`src/rtl/ste_pkg.sv`:
```
// shared types and constants for the semaphore table engine
// no dependencies; front, back, top and checker refer to this package by scoped name
`timescale 1ns / 1ps
`default_nettype none

package ste_pkg;

	// default sizing, handed to the top level parameters
	localparam int NUM_SEMS_DEF   = 16;
	localparam int WAIT_DEPTH_DEF = 16;
	localparam int PID_BITS_DEF   = 8;
	localparam int COUNT_BITS_DEF = 16;

	// fixed field widths of the words on the ports
	localparam int SEM_ID_W  = 4;
	localparam int INIT_W    = 16;
	localparam int PID_W     = 8;
	localparam int CNT_OUT_W = 16;

	// depth of the small queues between front, back and result port
	localparam int QUEUE_DEPTH = 2;

	typedef enum logic [1:0] {
		CMD_ALLOC   = 2'd0,
		CMD_DESTROY = 2'd1,
		CMD_WAIT    = 2'd2,
		CMD_POST    = 2'd3
	} cmd_t;

	typedef enum logic [1:0] {
		ST_OK   = 2'd0,
		ST_ERR  = 2'd1,
		ST_FULL = 2'd2
	} status_t;

	typedef enum logic [1:0] {
		BK_IDLE = 2'd0,
		BK_EXEC = 2'd1,
		BK_WAKE = 2'd2
	} bk_state_t;

	typedef struct packed {
		cmd_t                  command;
		logic [SEM_ID_W-1:0]   sem_id;
		logic [INIT_W-1:0]     init_value;
		logic [PID_W-1:0]      caller_pid;
	} in_word_t;

	typedef struct packed {
		status_t               status;
		logic [SEM_ID_W-1:0]   result_id;
		logic [CNT_OUT_W-1:0]  count_now;
		logic                  caller_blocked;
		logic                  wake_valid;
		logic [PID_W-1:0]      wake_pid;
	} out_word_t;

	// command word after classification by the front end
	typedef struct packed {
		in_word_t              word;
		logic                  id_in_range;
		logic                  pid_zero;
	} cls_word_t;

	// result handed from the back end to the result queue
	typedef struct packed {
		logic                  push;
		out_word_t             word;
	} res_push_t;

endpackage

`default_nettype wire

```
`src/rtl/ste_ram.sv`:
```
// generic single-port-write ram with one registered read port
// no dependencies
`timescale 1ns / 1ps
`default_nettype none

module ste_ram #(
	parameter int W     = 8,
	parameter int DEPTH = 16
) (
	input  wire logic                     clk,
	input  wire logic                     we,
	input  wire logic [$clog2(DEPTH)-1:0] waddr,
	input  wire logic [W-1:0]             wdata,
	input  wire logic [$clog2(DEPTH)-1:0] raddr,
	output logic      [W-1:0]             rdata
);

	logic [W-1:0] mem_q [DEPTH];

	always_ff @(posedge clk) begin
		if (we) begin
			mem_q[waddr] <= wdata;
		end
		rdata <= mem_q[raddr];
	end

endmodule

`default_nettype wire

```
`src/rtl/ste_fifo.sv`:
```
// small register-based word queue with full and empty flags
// no dependencies
`timescale 1ns / 1ps
`default_nettype none

module ste_fifo #(
	parameter int W     = 8,
	parameter int DEPTH = 2
) (
	input  wire logic         clk,
	input  wire logic         arst_n,
	input  wire logic         push,
	input  wire logic [W-1:0] din,
	output logic              full,
	input  wire logic         pop,
	output logic      [W-1:0] dout,
	output logic              empty
);

	localparam int PW = $clog2(DEPTH);
	localparam int CW = $clog2(DEPTH + 1);

	logic [W-1:0]  mem_q [DEPTH];
	logic [PW-1:0] wr_q;
	logic [PW-1:0] rd_q;
	logic [CW-1:0] cnt_q;
	logic          do_push;
	logic          do_pop;

	assign full    = (cnt_q == CW'(DEPTH));
	assign empty   = (cnt_q == '0);
	assign do_push = push && !full;
	assign do_pop  = pop && !empty;
	assign dout    = mem_q[rd_q];

	always_ff @(posedge clk or negedge arst_n) begin
		if (!arst_n) begin
			wr_q  <= '0;
			rd_q  <= '0;
			cnt_q <= '0;
		end else begin
			if (do_push) begin
				wr_q <= (wr_q == PW'(DEPTH - 1)) ? '0 : wr_q + 1'b1;
			end
			if (do_pop) begin
				rd_q <= (rd_q == PW'(DEPTH - 1)) ? '0 : rd_q + 1'b1;
			end
			unique case ({do_push, do_pop})
				2'b10:   cnt_q <= cnt_q + 1'b1;
				2'b01:   cnt_q <= cnt_q - 1'b1;
				default: cnt_q <= cnt_q;
			endcase
		end
	end

	// storage needs no reset
	always_ff @(posedge clk) begin
		if (do_push) begin
			mem_q[wr_q] <= din;
		end
	end

endmodule

`default_nettype wire

```
`src/rtl/ste_front.sv`:
```
// front end: accepts command words, flags bad ids and zero pids, queues them
// depends on ste_pkg and ste_fifo
`timescale 1ns / 1ps
`default_nettype none

module ste_front #(
	parameter int NUM_SEMS = ste_pkg::NUM_SEMS_DEF,
	parameter int PID_BITS = ste_pkg::PID_BITS_DEF
) (
	input  wire logic              clk,
	input  wire logic              arst_n,
	input  wire logic              push,
	input  wire ste_pkg::in_word_t item,
	output logic                   full,
	input  wire logic              cmd_pop,
	output logic                   cmd_empty,
	output ste_pkg::cls_word_t     cmd_word
);

	localparam int CW = $bits(ste_pkg::cls_word_t);

	ste_pkg::cls_word_t cls;
	logic [CW-1:0]      q_dout;

	always_comb begin
		cls.word        = item;
		cls.id_in_range = (32'(item.sem_id) < NUM_SEMS);
		// pid is kept to its configured width before the zero test
		cls.pid_zero    = (PID_BITS'(item.caller_pid) == '0);
	end

	ste_fifo #(
		.W     (CW),
		.DEPTH (ste_pkg::QUEUE_DEPTH)
	) u_cmd_q (
		.clk    (clk),
		.arst_n (arst_n),
		.push   (push),
		.din    (cls),
		.full   (full),
		.pop    (cmd_pop),
		.dout   (q_dout),
		.empty  (cmd_empty)
	);

	assign cmd_word = ste_pkg::cls_word_t'(q_dout);

endmodule

`default_nettype wire

```
`src/rtl/ste_back.sv`:
```
// back end: semaphore table, free-id list and wait queues, one command at a time
// depends on ste_pkg and ste_ram
`timescale 1ns / 1ps
`default_nettype none

module ste_back #(
	parameter int NUM_SEMS   = ste_pkg::NUM_SEMS_DEF,
	parameter int WAIT_DEPTH = ste_pkg::WAIT_DEPTH_DEF,
	parameter int PID_BITS   = ste_pkg::PID_BITS_DEF,
	parameter int COUNT_BITS = ste_pkg::COUNT_BITS_DEF
) (
	input  wire logic               clk,
	input  wire logic               arst_n,
	input  wire logic               cmd_empty,
	input  wire ste_pkg::cls_word_t cmd_word,
	output logic                    cmd_pop,
	input  wire logic               out_full,
	output ste_pkg::res_push_t      res
);

	localparam int SEM_W   = $clog2(NUM_SEMS);
	localparam int FS_W    = $clog2(NUM_SEMS + 1);
	localparam int WQ_W    = $clog2(WAIT_DEPTH);
	localparam int WS_W    = $clog2(WAIT_DEPTH + 1);
	localparam int WQ_AW   = SEM_W + WQ_W;
	localparam int WQ_SIZE = 2 ** WQ_AW;

	typedef struct packed {
		logic [COUNT_BITS-1:0] count;
		logic [WQ_W-1:0]       head;
		logic [WS_W-1:0]       size;
	} tbl_t;

	localparam int TBL_W = $bits(tbl_t);

	ste_pkg::bk_state_t    state_q, state_d;
	ste_pkg::cls_word_t    item_q, item_d;
	logic [SEM_W-1:0]      free_head_q, free_head_d;
	logic [FS_W-1:0]       free_size_q, free_size_d;
	logic [NUM_SEMS-1:0]   free_valid_q, free_valid_d;
	logic [NUM_SEMS-1:0]   alloc_q, alloc_d;
	logic [COUNT_BITS-1:0] wake_cnt_q, wake_cnt_d;

	// ram ports
	logic                  tbl_we;
	logic [SEM_W-1:0]      tbl_waddr;
	tbl_t                  tbl_wdata;
	logic [TBL_W-1:0]      tbl_rdata;
	logic                  free_we;
	logic [SEM_W-1:0]      free_rdata;
	logic                  wq_we;
	logic [WQ_AW-1:0]      wq_waddr;
	logic [WQ_AW-1:0]      wq_raddr;
	logic [PID_BITS-1:0]   wq_rdata;

	// working values of the command in hand
	tbl_t                  tbl_rd;
	logic [SEM_W-1:0]      idx;
	logic [SEM_W-1:0]      fetch_idx;
	logic                  id_ok;
	logic [SEM_W-1:0]      got;
	logic [FS_W:0]         ftail_sum;
	logic [SEM_W-1:0]      free_tail;
	logic [WS_W:0]         wtail_sum;
	logic [WQ_W-1:0]       wq_tail;
	logic [WQ_W-1:0]       wq_head_inc;
	logic [COUNT_BITS-1:0] init_c;
	logic [PID_BITS-1:0]   pid_c;
	logic [COUNT_BITS-1:0] cnt_dec;
	logic [COUNT_BITS-1:0] cnt_sat;

	assign tbl_rd    = tbl_t'(tbl_rdata);
	assign idx       = SEM_W'(item_q.word.sem_id);
	assign fetch_idx = SEM_W'(cmd_word.word.sem_id);
	assign id_ok     = item_q.id_in_range && alloc_q[idx];
	assign got       = free_valid_q[free_head_q] ? free_rdata : free_head_q;
	assign init_c    = COUNT_BITS'(item_q.word.init_value);
	assign pid_c     = PID_BITS'(item_q.word.caller_pid);
	assign cnt_dec   = tbl_rd.count - 1'b1;
	assign cnt_sat   = (&tbl_rd.count) ? tbl_rd.count : tbl_rd.count + 1'b1;

	// free list tail, head plus size wrapped once
	assign ftail_sum = (FS_W + 1)'(free_head_q) + (FS_W + 1)'(free_size_q);
	assign free_tail = (ftail_sum >= (FS_W + 1)'(NUM_SEMS))
		? SEM_W'(ftail_sum - (FS_W + 1)'(NUM_SEMS)) : SEM_W'(ftail_sum);

	// wait queue tail and next head
	assign wtail_sum   = (WS_W + 1)'(tbl_rd.head) + (WS_W + 1)'(tbl_rd.size);
	assign wq_tail     = (wtail_sum >= (WS_W + 1)'(WAIT_DEPTH))
		? WQ_W'(wtail_sum - (WS_W + 1)'(WAIT_DEPTH)) : WQ_W'(wtail_sum);
	assign wq_head_inc = (tbl_rd.head == WQ_W'(WAIT_DEPTH - 1)) ? '0 : tbl_rd.head + 1'b1;

	assign wq_waddr = {idx, wq_tail};
	assign wq_raddr = {idx, tbl_rd.head};

	always_comb begin
		state_d      = state_q;
		item_d       = item_q;
		free_head_d  = free_head_q;
		free_size_d  = free_size_q;
		free_valid_d = free_valid_q;
		alloc_d      = alloc_q;
		wake_cnt_d   = wake_cnt_q;
		cmd_pop      = 1'b0;
		tbl_we       = 1'b0;
		tbl_waddr    = idx;
		tbl_wdata    = tbl_rd;
		free_we      = 1'b0;
		wq_we        = 1'b0;
		res.push     = 1'b0;
		res.word     = '{status: ste_pkg::ST_OK, default: '0};

		unique case (state_q)
			ste_pkg::BK_IDLE: begin
				// result queue room is checked up front so a started command never stalls
				if (!cmd_empty && !out_full) begin
					cmd_pop = 1'b1;
					item_d  = cmd_word;
					state_d = ste_pkg::BK_EXEC;
				end
			end
			ste_pkg::BK_EXEC: begin
				state_d  = ste_pkg::BK_IDLE;
				res.push = 1'b1;
				unique case (item_q.word.command)
					ste_pkg::CMD_ALLOC: begin
						if (free_size_q == '0) begin
							res.word.status = ste_pkg::ST_ERR;
						end else begin
							free_head_d = (free_head_q == SEM_W'(NUM_SEMS - 1))
								? '0 : free_head_q + 1'b1;
							free_size_d  = free_size_q - 1'b1;
							alloc_d[got] = 1'b1;
							tbl_we       = 1'b1;
							tbl_waddr    = got;
							tbl_wdata    = '{count: init_c, head: '0, size: '0};
							res.word.result_id = ste_pkg::SEM_ID_W'(got);
							res.word.count_now = ste_pkg::CNT_OUT_W'(init_c);
						end
					end
					ste_pkg::CMD_DESTROY: begin
						if (!id_ok || tbl_rd.count != '0 || free_size_q >= FS_W'(NUM_SEMS)) begin
							res.word.status = ste_pkg::ST_ERR;
						end else begin
							// waiters are dropped: allocate clears the queue pointers
							free_we                 = 1'b1;
							free_valid_d[free_tail] = 1'b1;
							free_size_d             = free_size_q + 1'b1;
							alloc_d[idx]            = 1'b0;
						end
					end
					ste_pkg::CMD_WAIT, ste_pkg::CMD_POST: begin
						priority if (item_q.pid_zero || !id_ok) begin
							res.word.status = ste_pkg::ST_ERR;
						end else if (item_q.word.command == ste_pkg::CMD_WAIT) begin
							if (tbl_rd.count == '0) begin
								if (tbl_rd.size >= WS_W'(WAIT_DEPTH)) begin
									res.word.status = ste_pkg::ST_FULL;
								end else begin
									wq_we          = 1'b1;
									tbl_we         = 1'b1;
									tbl_wdata.size = tbl_rd.size + 1'b1;
									res.word.caller_blocked = 1'b1;
								end
							end else begin
								tbl_we          = 1'b1;
								tbl_wdata.count = cnt_dec;
								res.word.count_now = ste_pkg::CNT_OUT_W'(cnt_dec);
							end
						end else if (tbl_rd.size != '0) begin
							// hand off: fetch the oldest waiter, answer next cycle
							tbl_we         = 1'b1;
							tbl_wdata.head = wq_head_inc;
							tbl_wdata.size = tbl_rd.size - 1'b1;
							wake_cnt_d     = tbl_rd.count;
							res.push       = 1'b0;
							state_d        = ste_pkg::BK_WAKE;
						end else begin
							tbl_we          = 1'b1;
							tbl_wdata.count = cnt_sat;
							res.word.count_now = ste_pkg::CNT_OUT_W'(cnt_sat);
						end
					end
				endcase
			end
			ste_pkg::BK_WAKE: begin
				state_d             = ste_pkg::BK_IDLE;
				res.push            = 1'b1;
				res.word.count_now  = ste_pkg::CNT_OUT_W'(wake_cnt_q);
				res.word.wake_valid = 1'b1;
				res.word.wake_pid   = ste_pkg::PID_W'(wq_rdata);
			end
			default: begin
				state_d = ste_pkg::BK_IDLE;
			end
		endcase
	end

	always_ff @(posedge clk or negedge arst_n) begin
		if (!arst_n) begin
			state_q      <= ste_pkg::BK_IDLE;
			free_head_q  <= '0;
			free_size_q  <= FS_W'(NUM_SEMS);
			free_valid_q <= '0;
			alloc_q      <= '0;
		end else begin
			state_q      <= state_d;
			free_head_q  <= free_head_d;
			free_size_q  <= free_size_d;
			free_valid_q <= free_valid_d;
			alloc_q      <= alloc_d;
		end
	end

	always_ff @(posedge clk) begin
		item_q     <= item_d;
		wake_cnt_q <= wake_cnt_d;
	end

	// count, wait head and wait size per semaphore; read at the queue head id
	ste_ram #(
		.W     (TBL_W),
		.DEPTH (NUM_SEMS)
	) u_tbl_ram (
		.clk   (clk),
		.we    (tbl_we),
		.waddr (tbl_waddr),
		.wdata (tbl_wdata),
		.raddr (fetch_idx),
		.rdata (tbl_rdata)
	);

	// free id list; an entry never written stands for its own index, by its valid bit
	ste_ram #(
		.W     (SEM_W),
		.DEPTH (NUM_SEMS)
	) u_free_ram (
		.clk   (clk),
		.we    (free_we),
		.waddr (free_tail),
		.wdata (idx),
		.raddr (free_head_q),
		.rdata (free_rdata)
	);

	// waiting pids, one row of slots per semaphore
	ste_ram #(
		.W     (PID_BITS),
		.DEPTH (WQ_SIZE)
	) u_wait_ram (
		.clk   (clk),
		.we    (wq_we),
		.waddr (wq_waddr),
		.wdata (pid_c),
		.raddr (wq_raddr),
		.rdata (wq_rdata)
	);

endmodule

`default_nettype wire

```
`src/rtl/semaphore_table_engine_top.sv`:
```
// path: a pushed word passes the front queue, then the back end's idle and exec states,
// then the result queue; a post that wakes a waiter passes the wake state after exec
// the back end starts a command only once the last is done: the table ram is read,
// then written back, and a waking post also reads the wait-queue ram in the wake state
// reset: arst_n clears all control state at once; the free-id list reads through
// per-entry valid bits, so no clearing pass is needed and push is taken straight away
`timescale 1ns / 1ps
`default_nettype none

module semaphore_table_engine_top #(
	parameter int NUM_SEMS   = ste_pkg::NUM_SEMS_DEF,
	parameter int WAIT_DEPTH = ste_pkg::WAIT_DEPTH_DEF,
	parameter int PID_BITS   = ste_pkg::PID_BITS_DEF,
	parameter int COUNT_BITS = ste_pkg::COUNT_BITS_DEF
) (
	input  wire logic              clk,
	input  wire logic              arst_n,
	// command side
	input  wire logic              push,
	input  wire ste_pkg::in_word_t item,
	output logic                   full,
	// result side
	output logic                   empty,
	input  wire logic              pop,
	output ste_pkg::out_word_t     result
);

	localparam int OW = $bits(ste_pkg::out_word_t);

	// front to back: classified command words through a two-word queue
	logic               cmd_pop;
	logic               cmd_empty;
	ste_pkg::cls_word_t cmd_word;

	// back to result queue
	ste_pkg::res_push_t res;
	logic               out_full;
	logic [OW-1:0]      out_dout;

	// front end takes a word whenever its queue has room, whatever the back is doing
	ste_front #(
		.NUM_SEMS (NUM_SEMS),
		.PID_BITS (PID_BITS)
	) u_front (
		.clk       (clk),
		.arst_n    (arst_n),
		.push      (push),
		.item      (item),
		.full      (full),
		.cmd_pop   (cmd_pop),
		.cmd_empty (cmd_empty),
		.cmd_word  (cmd_word)
	);

	// back end runs one command at a time against the tables
	ste_back #(
		.NUM_SEMS   (NUM_SEMS),
		.WAIT_DEPTH (WAIT_DEPTH),
		.PID_BITS   (PID_BITS),
		.COUNT_BITS (COUNT_BITS)
	) u_back (
		.clk       (clk),
		.arst_n    (arst_n),
		.cmd_empty (cmd_empty),
		.cmd_word  (cmd_word),
		.cmd_pop   (cmd_pop),
		.out_full  (out_full),
		.res       (res)
	);

	// result queue decouples the back end from a stalled consumer;
	// the back end only starts a command when a slot is free
	ste_fifo #(
		.W     (OW),
		.DEPTH (ste_pkg::QUEUE_DEPTH)
	) u_res_q (
		.clk    (clk),
		.arst_n (arst_n),
		.push   (res.push),
		.din    (res.word),
		.full   (out_full),
		.pop    (pop),
		.dout   (out_dout),
		.empty  (empty)
	);

	assign result = ste_pkg::out_word_t'(out_dout);

endmodule

`default_nettype wire

```
`config.mk`:
```
export PLATFORM = sky130hd
export DESIGN_NAME = semaphore_table_engine_top
export DESIGN_NICKNAME = d
export VERILOG_FILES = /design/src/rtl/ste_pkg.sv /design/src/rtl/ste_ram.sv /design/src/rtl/ste_fifo.sv /design/src/rtl/ste_front.sv /design/src/rtl/ste_back.sv /design/src/rtl/semaphore_table_engine_top.sv
export SDC_FILE = /design/constraint.sdc
export NUM_CORES = 2
export LEC_CHECK = 0
export ABC_AREA = 1
export BUFFER_PORTS_ARGS = -buffer_cell sky130_fd_sc_hd__buf_2
export CAP_MARGIN = 0
export CORE_AREA = 5 5 650 330
export CTS_CLUSTER_DIAMETER = 50
export CTS_CLUSTER_SIZE = 25
export DETAILED_ROUTE_END_ITERATION = 8
export DIE_AREA = 0 0 655 335
export HOLD_SLACK_MARGIN = 0.02
export MAX_ROUTING_LAYER = met4
export PLACE_DENSITY = 0.7
export SLEW_MARGIN = 20
export SYNTH_ARGS = -nofsm -noshare
export SYNTH_HDL_FRONTEND = slang
export SYNTH_SLANG_ARGS = --single-unit
```
`constraint.sdc`:
```
create_clock -name clk -period 6.4 [get_ports clk]
set_clock_uncertainty 0.2 [all_clocks]
set_input_delay 0.96 -clock clk [delete_from_list [all_inputs] [get_ports clk]]
set_output_delay 0.96 -clock clk [all_outputs]
set_load 0.03 [all_outputs]
```
## After elaboration in Yosys (flattened, before gate mapping)

Memories as Yosys holds them, arrays and structs flattened. A register that Yosys moved wholly into a read port is not among the register bits.
Cells that the tools add are included.

- Memories: 5
- Register bits: 99
- Output and inout bits: 34
- Bits in writable memories: 2638

- $add $sub $neg: 20
- Bitwise operators: 8
- Muxes and demuxes: 100
- $lt $le $gt $ge: 11
- Equal/unequal tests: 16
- Reductions and logical operators: 36

Memory list:

| name | words | bits a word | rd ports | clocked after memory_dff | wr ports | RTL line | text |
|---|---|---|---|---|---|---|---|
| u_back.u_wait_ram.mem_q | 256 | 8 | 1 | 1 | 1 | ste_ram.sv:18 | `logic [W-1:0] mem_q [DEPTH];` |
| u_back.u_tbl_ram.mem_q | 16 | 25 | 1 | 1 | 1 | ste_ram.sv:18 |  |
| u_back.u_free_ram.mem_q | 16 | 4 | 1 | 1 | 1 | ste_ram.sv:18 |  |
| u_res_q.mem_q | 2 | 32 | 1 | 0 | 1 | ste_fifo.sv:23 | `logic [W-1:0] mem_q [DEPTH];` |
| u_front.u_cmd_q.mem_q | 2 | 31 | 1 | 0 | 1 | ste_fifo.sv:23 |  |

Operators with widths:

| cell | number |
|---|---|
| 2-to-1 mux 16 bit | 9 |
| case mux 16 bit (2 select lines) | 3 |
| 2-to-1 mux 25 bit | 3 |
| case mux 25 bit (2 select lines) | 1 |
| 2-to-1 mux 1 bit | 43 |
| 2-to-1 mux 4 bit | 10 |
| bitwise OR 16 bit | 2 |
| 2-to-1 mux 5 bit | 5 |
| less-than comparator 4 x 5 -> 1 bit, second input constant | 4 |
| 2-to-1 mux 20 bit | 1 |
| 2-to-1 mux 2 bit | 9 |
| 2-to-1 mux 9 bit | 2 |
| 2-to-1 mux 17 bit | 1 |
| adder 16 x 1 -> 16 bit, second input constant | 1 |
| AND 16 bit | 1 |
| zero test 16 bit | 1 |
| inverter 16 bit | 1 |
| AND reduction 16 bit | 1 |
| nonzero test 16 bit | 1 |
| subtractor 16 x 1 -> 16 bit, second input constant | 1 |
| == test 2 bit, second input constant | 7 |
| adder 4 x 5 -> 6 bit | 2 |
| demux 1 bit (select 4 bit) | 3 |
| greater-or-equal comparator 4 x 1 -> 1 bit, second input constant | 3 |
| 33 further kinds | 76 |

## Longest topological paths before layout

- Depth after elaboration: 11
- Mapped depth: 17
- Mapped depth without buffers: 17

## By module

From an unflattened synthesis, not the netlist that was laid out.

- Cell total of the unflattened synthesis: 10505
- Area total of the unflattened synthesis: 117679.1 um^2

By module, submodules not included:

| module | instances | area each (um^2) | cells an instance |
|---|---|---|---|
| ste_ram (u_back.u_wait_ram) | 1 | 83396.2 | 7003 |
| ste_ram (u_back.u_tbl_ram) | 1 | 17852.1 | 1662 |
| ste_back | 1 | 7583.5 | 1142 |
| ste_fifo | 2 | 2925.3 | 200 |
| ste_ram (u_back.u_free_ram) | 1 | 2966.6 | 290 |
| ste_front | 1 | 30.0 | 8 |

## Worst setup path after synthesis

Ideal clock, no wire load.

- Kind: reg-to-reg
- Start: register u_back.item_q (netlist bit u_back.pid_c[0])
- End: memory u_back.u_wait_ram.mem_q[0][0] (data pin)
- Clock period less this slack: 4.246 ns
- Data arrival time: 3.228 ns
- Setup slack: 2.154 ns
- Setup time: 0.817 ns
- Cell stages (with the launch flop): 1
- Path buffers: 0
- Cell sequence: edfxtp_1

RTL lines:

| element | RTL line | text |
|---|---|---|
| from (decl) | ste_back.sv:37 | `ste_pkg::cls_word_t item_q, item_d;` |
| from (signal assigned) | ste_back.sv:216 | `item_q <= item_d;` |
| to (decl) | ste_ram.sv:18 |  |

Straight into the memory's write port.

## Worst setup path in the final report

- Start: register u_back.item_q (netlist bit u_back.idx[3])
- End: memory u_back.u_wait_ram.mem_q[60][1], in the netlist u_back.u_wait_ram.mem_q[15][1] (enable)

- Longest elaborated chain between the ends: 10

Ends and longest elaborated chain:

| element | RTL line | text |
|---|---|---|
| binary-select mux 1 bit (select 4 bit) | ste_back.sv:75 | `assign id_ok = item_q.id_in_range && alloc_q[idx];` |
| 2-to-1 mux 1 bit (not written as such) | ste_back.sv:75 |  |
| logical AND 1 bit | ste_back.sv:75 |  |
| zero test 1 bit | ste_back.sv:153 | `priority if (item_q.pid_zero \|\| !id_ok) begin` |
| logical OR 1 bit | ste_back.sv:153 |  |
| 2-to-1 mux 1 bit | ste_back.sv:153 |  |
| 2-to-1 mux 1 bit | ste_back.sv:125 | `unique case (item_q.word.command)` |
| 2-to-1 mux 1 bit | ste_back.sv:113 | `unique case (state_q)` |
| 2-to-1 mux 1 bit | ste_ram.sv:21 | `if (we) begin` |
| 2-to-1 mux 1 bit (not written as such) | ste_ram.sv:22 | `mem_q[waddr] <= wdata;` |

Parallel ways exist; a longest one is shown, timed or not. The select of a mux whose other input is x is not followed.

==> flow_summary_export.csv <==
group,metric,value,unit
outcome,outcome,"complete, no violations",
synth,synth_area_leaders,"edfxtp_1, nor2_1, o21ai_0",
placement,place_congestion,0.992,
hold_path,hold_path_class,"in2reg",
floorplan,die_w,655,um
sta,finalCritPeriodShare,74.2,%
sta,hold_viol,0,
power,sw_frac_of_total,44.9,%
sta,min_period,4.75,ns
clocking,worstSkewPairLatency,0.87,ns
synth,syn_area_per_cell,11.7,sq um
power,power_leakage,41.0,nW
synth,yosysSeqAreaShare,72.6,%
sta,setup_tns,0,ns
clocking,cts_buffers,153,
floorplan,num_io_pins,68,
setup_path,critical_path_class,"reg2reg",
clocking,hold_buffers,1,
synth,synth-edff-count,2685,
clocking,cts_root_buffer,"clkbuf_16",
floorplan,die-area,219000,sq um
clocking,clk_pin_slew,0.10,ns
sta,drv_slew,0,
grt,grt_pass1_wl,486,mm
synth,ys.flop_type,"edfxtp_1",
grt,grt_pass1_vias,70300,
floorplan,row_count,119,
clocking,cts.path.max_buffers,4,
finish,area_growth,6.89,%
drt,vias,78200,
synth,synthArstFlopShare,1.84,%
synth,synth_seq_cells,2773,
sta,rsz0062_at_grt,"false",
grt,antenna_found_initial,12,
synth,synth_cell_types,50,
clocking,ctsResizeCount,0,
synth,synth.net_count,9788,
placement,dpl.hpwl,209,mm
drt,drc,0,
clocking,clock-sinks,2773,
power,power_density,501,nW/um^2
drt,viasPerCell,6.32,
finish,num-nets-final,9567,
power,ir_drop,838,uV
setup_path,arrival,5.02,ns
drt,routedWlPerCell,27.3,um
clocking,cts_tree,"built",
sta,setup-violations-final,0,
sta,worst_slew_pin_slew,1.28,ns
power,internal_power,33.6,mW
sta,slew_headroom,14.7,%
placement,place_area,117000,sq um
setup_path,cp_max_fo,20,
power,switchingPower,27.4,mW
run,max_cap_violations,0,
finish,final_core_util,58.3,%
synth,ys_warn_count,0,
synth,yosys.area.top_type,"edfxtp_1",
placement,io_buffers,67,
synth,postSynthCellCount,9728,
drt,ant_nets,0,
floorplan,core_area,209000,sq um
sta,fmax,0.211,GHz
floorplan,die_height,335,um
synth,synth_area,114000,sq um
drt,dr.pass1.iters,7,
grt,grt_max_degree,195,
power,power,60.9,mW
grt,grt_use_total,30.9,%
synth,synth.top_cell.area_share,70.8,%
drt,first_iter_violations,14300,
setup_path,critPathLaunchType,"flop",
clocking,post-cts-setup-buffer-count,0,
setup_path,endpoint_kind,"flop",
power,seqPwrFrac,39.5,%
clocking,cts_max_level,4,
power,comb_power_share,42.7,%
finish,final_area,122000,sq um
finish,drive_above_1_share,5.68,%
power,clkPwrFrac,17.8,%
setup_path,worstPathRequired,6.67,ns
grt,grt_overflow,0,
floorplan,initial_core_util,54.6,%
drt,drt-total-wl,338,mm
-- Yosys cell counts, drive strengths merged (10+ instances only) --
library cell  count
o21ai          1474
ha               23
xor2             17
nand3           321
o22ai           133
dfrtp            50
inv             340
nor3             49
buf             211
nor2           2054
clkbuf          399
o32ai            16
a21oi           285
xnor2            10
nand4            13
nand2          1298
o211ai          221
edfxtp         2685
o221ai           42
o2111ai          15
dfxtp            37
-- layout by cell type, fill, tap and decap left out, types with 44 or more instances in the layout --
cell type and count:
nand3_1 320, inv_1 327, o21ai_0 1450, a21oi_1 284, o22ai_1 131, edfxtp_1 2685
dfrtp_1 50, buf_2 67, clkbuf_16 159, nor2_1 2011, o211ai_1 221, buf_4 138
nor3_1 44, nand2_1 1274
-- power groups by stage --
stage | clock [mW] | sequential, mW | combinational, mW
after floorplan | 0 | 25.4 | 12.9
after global placement | 0 | 24.5 | 24.6
after detailed placement | 0 | 24.5 | 24.8
after CTS | 10.9 | 24.1 | 24.9
after global routing | 11.6 | 24.1 | 27.4
final | 10.8 | 24.1 | 26.0
-- flip-flops by register name, summed over array words and instances, names as in the netlist, 8 cells and up --
| register | count |
|---|---|
| u_back.alloc_q | 16 |
| u_front.u_cmd_q.mem_q | 62 |
| u_back.u_wait_ram.rdata | 8 |
| u_back.free_valid_q | 16 |
| u_back.init_c | 16 |
| u_back.u_tbl_ram.rdata | 25 |
| u_back.u_tbl_ram.mem_q | 400 |
| u_back.u_wait_ram.mem_q | 2048 |
| u_back.wake_cnt_q | 16 |
| u_back.u_free_ram.mem_q | 64 |
| u_res_q.mem_q | 64 |
| u_back.pid_c | 8 |
-- worst max-delay path, stage by stage (launching register included) --
cell,delay (ns)
edfxtp_1,0.85
nand2_1,0.41
inv_1,0.21
nand2_1,0.07
nand2_1,0.14
inv_2,0.05
nand2_2,0.09
nand2_2,0.10
nor3_4,0.11
buf_4,0.53
nand2_1,0.75
nor2_1,0.82
-- layer usage --
metal  vias up  GRT usage [%]  wire length (um)  share of wire (%)
li1      33900              -                 -                  -
met1     38200           48.3            143000                 42
met2      5634           38.7            133000                 39
met3       441           11.4             55800                 17
met4         0           5.12              6050                1.8
met5         -              -                 0                  0
-- through the flow --
stage	cells	worst slack, ns	hold slack (ns)
final	12400	1.65	0.0893
after global routing	12400	1.45	0.0511
after CTS	12400	1.74	0.0430
after detailed placement	12100	1.75	0.241
after global placement	12100	1.68	0.243
after floorplan	9728	2.15	0.203
-- cell families (layout without fill, tap and decap cells) --
family,after synthesis,count (layout),share of synthesized area (%)
AO/OA/AOI/OAI,2197,2197,10.6
XOR/XNOR,27,27,0.208
adder cells (fa/ha/maj),26,26,0.305
buffers and inverters,957,819,3.40
flip-flops,2773,2773,72.6
multiplexers,1,1,0.00879
other,0,8,0
AND/OR/NAND/NOR,3747,3747,13.0
-- final timing paths --
kind	start	endpoint	slack [ns]	cells after the start
min	item[17]	u_front.u_cmd_q.mem_q[1][18]$_DFFE_PP_	0.09	1
max in group asynchronous	arst_n	u_back.alloc_q[9]$_DFFE_PN0P_	4.72	3
min reg2reg	u_back.free_valid_q[11]$_DFFE_PN0P_	u_back.free_valid_q[11]$_DFFE_PN0P_	0.26	2
min in group asynchronous	arst_n	u_front.u_cmd_q.rd_q$_DFFE_PN0P_	0.29	2
max reg2reg	u_back.idx[3]$_DFFE_PP_	u_back.u_wait_ram.mem_q[15][1]$_DFFE_PP_	1.65	11
max	u_back.idx[3]$_DFFE_PP_	u_back.u_wait_ram.mem_q[15][1]$_DFFE_PP_	1.65	11
-- area by class of cell --
class / instances / area (sq um)
diodes: 8 / 20.0
clock inverters: 56 / 621
well taps: 2783 / 3480
flip-flops and latches: 2773 / 82700
fillers: 16600 / 87000
repair buffers: 234 / 1930
multi-input cells: 5998 / 27600
inverters: 347 / 1340
clock buffers: 182 / 4080
No activity file was read; power rests on OpenSTA's default activity.
